## src/design/stack_vm_execute_unit_defines.svh

```systemverilog
// Assertion macros shared by the stack machine execute unit RTL.
// Depends on nothing; expects signals clk and arst_n in the including module.
`ifndef STACK_VM_EXECUTE_UNIT_DEFINES_SVH
`define STACK_VM_EXECUTE_UNIT_DEFINES_SVH

// Same-cycle implication, disabled while reset is asserted.
`define SVM_ASSERT_NOW(label, ante, cons, msg) \
	label: assert property (@(posedge clk) disable iff (!arst_n) (ante) |-> (cons)) \
		else $error(msg);

// Next-cycle implication, disabled while reset is asserted.
`define SVM_ASSERT_NEXT(label, ante, cons, msg) \
	label: assert property (@(posedge clk) disable iff (!arst_n) (ante) |=> (cons)) \
		else $error(msg);

`endif

```

## src/design/svm_ram.sv

```systemverilog
// Generic single-write, single-read RAM with registered read data.
// Depends on nothing.
module svm_ram #(
	parameter int WIDTH = 32,
	parameter int DEPTH = 64
) (
	input  logic                     clk,
	input  logic                     we,
	input  logic [$clog2(DEPTH)-1:0] waddr,
	input  logic [WIDTH-1:0]         wdata,
	input  logic                     re,
	input  logic [$clog2(DEPTH)-1:0] raddr,
	output logic [WIDTH-1:0]         rdata
);

	logic [WIDTH-1:0] mem [DEPTH];

	always_ff @(posedge clk) begin
		if (we) begin
			mem[waddr] <= wdata;
		end
		if (re) begin
			rdata <= mem[raddr];
		end
	end

endmodule

```

## config.mk

```make
export PLATFORM = sky130hd
export DESIGN_NAME = svm_ram
export DESIGN_NICKNAME = d
export VERILOG_FILES = /design/src/design/stack_vm_execute_unit_defines.svh /design/src/design/svm_ram.sv
export SDC_FILE = /design/constraint.sdc
export NUM_CORES = 2
export LEC_CHECK = 0
export BUFFER_PORTS_ARGS = -buffer_cell sky130_fd_sc_hd__buf_2
export CAP_MARGIN = 20
export CELL_PAD_IN_SITES_DETAIL_PLACEMENT = 1
export CELL_PAD_IN_SITES_GLOBAL_PLACEMENT = 1
export CORE_MARGIN = 2
export CORE_UTILIZATION = 25
export CTS_BUF_LIST = sky130_fd_sc_hd__clkbuf_8
export DETAILED_ROUTE_END_ITERATION = 10
export GPL_ROUTABILITY_DRIVEN = 0
export GPL_TIMING_DRIVEN = 1
export HOLD_SLACK_MARGIN = 0.15
export PLACE_DENSITY = 0.52
export SLEW_MARGIN = 0
export SYNTH_ARGS = -nofsm -noshare
export SYNTH_HDL_FRONTEND = slang
export SYNTH_SLANG_ARGS = --single-unit
```

## constraint.sdc

```tcl
create_clock -name clk -period 4.35 [get_ports clk]
set_input_delay 0.87 -clock clk [delete_from_list [all_inputs] [get_ports clk]]
set_output_delay 0.87 -clock clk [all_outputs]
set_load 0.05 [all_outputs]
```

# Word-level counts from Yosys, hierarchy flattened
# Memories as Yosys holds them, arrays and structs flattened. A register that Yosys moved wholly into a read port is not among the register bits.
# Cells that the tools add are included.
[totals] out_inout_bits=32 register_bits=0 latchBits=0 word_cells=3 input_bits=47 mem_count=1 romBits=0 ramBits=2048
[classes] bitwise_logic=0 n_eq_ne=0 n_mux=2 n_reduce_logical=0 addsub=0 mul=0 order_cmp=0 n_shift=0 div=0
[mem_list] name="mem" words=64 width=32 read_ports=1 rd_ports_with_merged_regs=1 wr=1 line_no="svm_ram.sv:16" text="logic [WIDTH-1:0] mem [DEPTH];"
[op_table] cell="$mux 1" count=2

# Depth between registers and ports, before layout
[logic_depth] ltp_word=2 depth_mapped=10 ltp_nobuf=5

# Worst setup path after synthesis
# No wires, ideal clock.
[synth_path] path_kind="in2reg" startpoint="input port waddr[3]" endpoint="memory mem[48][0], enable pin" stages=4 n_path_buf=1 setup_time_ns=0.461 arrival_time_ns=3.569 setup_slack_ns=0.320 required_ns=3.889 cell_sequence="clkbuf_1 > nor2b_1 > nand4b_1 > nor3_1"
[synth_rtl] item="start: declaration" line_no="svm_ram.sv:9" text="input logic [$clog2(DEPTH)-1:0] waddr,"
[synth_rtl] item="end: declaration" line_no="svm_ram.sv:16"
# Straight into the memory's write port.

==> impl_metrics.tcl <==
set metrics [dict create \
    outcome "finished, final reports clean" \
    coreArea_sq_mm 0.314 \
    cts.sinks 2080 \
    start_util_pct 25.1 \
    ys_types 33 \
    dp.cells 7598 \
    highest_layer "met5" \
    hp-start "wdata[4]" \
    finalSetupViolations 0 \
    drtPass1Iterations 6 \
    syn_nets 3371 \
    die_h_um 566 \
    r2r_cells 4 \
    relSlewSlack_pct 27.5 \
    reg2reg_setup_slack_ps 1750 \
    rsz0062_at_grt "no" \
    r2r-end "rdata[21]" \
    postCtsSetupBuffers 0 \
    grt_pass1_vias 40881 \
    ys_async_sr_fraction_pct 0 \
    drt-met1-wl_um 99600 \
    route.met2.wl_um 116000 \
    crit_arrival_ps 3880 \
    start_kind "primary input" \
    n_fill_cell 31699 \
    ys_ff_latch 2080 \
    fin_util_pct 29.5 \
    p_total_mw 40.6 \
    clk_pin_slew_ps 60 \
    ys_seq_area_share_pct 79.2 \
    layout.nets 3865 \
    area_growth_syn_to_layout_pct 17.6 \
    fmax_ghz 0.318 \
    antenna_found_initial 35 \
    htree_levels 5 \
    grt-ovfl-total 0 \
    netlist_instances 3324 \
    cts_made_buffers 367 \
    final_area_sq_mm 0.0927 \
    syn_area_sq_mm 0.0788 \
    synth-edff-count 2080 \
    path_max_fanout 31 \
    final-hold-violation-count 0 \
    clock_skew_ps 72.0 \
    r2r_start "mem[9][21]" \
    clk_path_buf_depth 4 \
    wl_met3_um 13300 \
    synthTopCellsByArea "edfxtp_1, mux4_2, mux2i_1, o22ai_1, nor2_1" \
    grtUsageTotal_pct 14.5 \
    first_iter_violations 3861 \
    hold_path_depth 1 \
    grt_max_degree 102 \
    hold-path-endpoint "mem[13][4]" \
    synth_ff_type "edfxtp_1" \
    final_cells 8241 \
    critPathCaptureType "flip-flop" \
    drc 0 \
    clock_latency_ps 1070 \
    setup.worst_path.start "raddr[0]" \
    die-area_sq_mm 0.320 \
    viasPerCell 4.61 \
    synth_warnings 0 \
    num_vias 38020 \
    ant_nets 0 \
    place_hpwl_um 131000 \
    critPathKind "in -> reg" \
    final.min_clock_period_ps 3150 \
    required_ps 5080 \
    synth_area_leader_cell "edfxtp_1" \
    synth_top_area_share_pct 79.2 \
    tritoncts "built" \
    setup-tns-final_ps 0 \
    ir_drop_uv 201 \
    drive_gt1_share_pct 32.7 \
    finalCritPeriodShare_pct 72.3 \
    placementRows 206 \
    postPlaceCellArea_sq_mm 0.0862 \
    hp-class "in -> reg" \
    final-max-slew-violation-count 0 \
    io_pins 79 \
    leakagePower_nw 28.6 \
    grt_pass1_wl_um 326000 \
    wl_um 234000 \
    fp.dieW_um 566 \
    post_drt_wl_per_cell_um 28.4 \
    root_buffer "clkbuf_8" \
    portBuffers 78 \
    power_density_mw_per_mm2 438 \
    cap_viol_max_count 0 \
    syn_avg_cell_area_sq_um 23.7 \
    tightest_slew_ps 1090 \
]
-- stage by stage --
stage / hold WS, ps / worst slack (ps)
6_report: 226 / 1200
5_1_grt: 177 / 1260
4_1_cts: 154 / 1260
3_5_place_dp: 891 / 117
3_3_place_gp: 835 / 107
2_1_floorplan: 750 / 320
-- worst max-delay path, cell delays in order --
cell and delay, ps:
buf_8 360, buf_12 340, buf_12 280, mux4_2 550, mux4_2 560, o22ai_1 740, nor2_1 130
-- sequential cells by signal, summed over array words and instances, names as in the netlist --
| register | flops |
|---|---|
| mem | 2048 |
| rdata | 32 |
-- layout make-up --
type / instances / area, sq um / share of cell area (%)
clock inverter: 250 / 1110 / 1.20
clock buffer: 374 / 5150 / 5.55
antenna: 8 / 20.0 / 0.0216
multi-input combinational: 1062 / 16000 / 17.2
timing repair buffer: 307 / 2790 / 3.01
tap: 4160 / 5200 / 5.61
sequential: 2080 / 62500 / 67.4
-- placed cells by master, fill, tap and decap left out, types with 3 or more instances in the layout --
cell / instances
diode_2: 8
o22ai_1: 84
or3_1: 3
nand2_1: 26
buf_8: 3
or3b_2: 3
inv_1: 99
edfxtp_1: 2080
bufinv_16: 4
mux4_2: 544
and3_1: 4
nor2b_1: 15
a311oi_1: 8
nand3_1: 5
clkbuf_8: 374
clkinv_1: 109
o32ai_1: 4
mux2i_1: 93
nor2_1: 75
a41o_1: 4
o221ai_1: 27
clkinvlp_4: 5
buf_4: 174
buf_2: 74
nor3_1: 5
nand2b_1: 7
nand3b_1: 5
dlygate4sd3_1: 4
buf_12: 51
a21oi_1: 62
nor2_4: 62
a22oi_1: 12
clkinv_2: 31
-- routing by layer --
| layer | GRT usage, % | up-vias |
|---|---|---|
| met1 | 19.3 | 21187 |
| met2 | 24.6 | 1172 |
| met5 | 0 | - |
| li1 | - | 15342 |
| met3 | 2.84 | 311 |
| met4 | 3.29 | 8 |
-- kinds of logic (layout without fill, tap and decap cells) --
group           count (synthesis)  count (layout)  synth area share, %
compound gates                202             202                 1.67
other cells                     0               8                    0
mux                           637             637                 16.7
buf+inv                       182             931                 1.12
flops                        2080            2080                 79.2
simple gates                  223             223                 1.26
-- worst max path at each step --
stage | to | slack [ps] | cells after the start
finish | rdata[21] | 1200 | 7
global route | rdata[1] | 1260 | 7
CTS | rdata[21] | 1260 | 7
detailed placement | rdata[21] | 120 | 7
global placement | rdata[21] | 110 | 7
floorplan | mem[48][0] | 320 | 4
-- power breakdown --
part	switching (mW)	total (mW)	internal, mW	leakage, nW
registers	0.0867	22.3	22.2	18.7
logic	1.42	2.24	0.818	6.33
clock network	7.86	16.0	8.15	3.58
-- cell usage after synthesis, drive strengths merged, types with 4 or more instances --
master     n
nor3       7
a21oi     62
nand2     26
a311oi     8
o32ai      4
nand3      5
a41o       4
clkbuf    74
or3b       5
o221ai    27
o22ai     84
nand3b     5
mux4     544
buf      108
nor2b     15
mux2i     93
edfxtp  2080
and3       4
a22oi     12
nor2     137
nand2b     8
-- repair_timing --
item / in CTS / in global routing
gates resized for setup: 0 / 0
endpoints found under the hold margin: 17 / 22
hold buffers: 2 / 2
No activity file was read; power rests on OpenSTA's default activity.
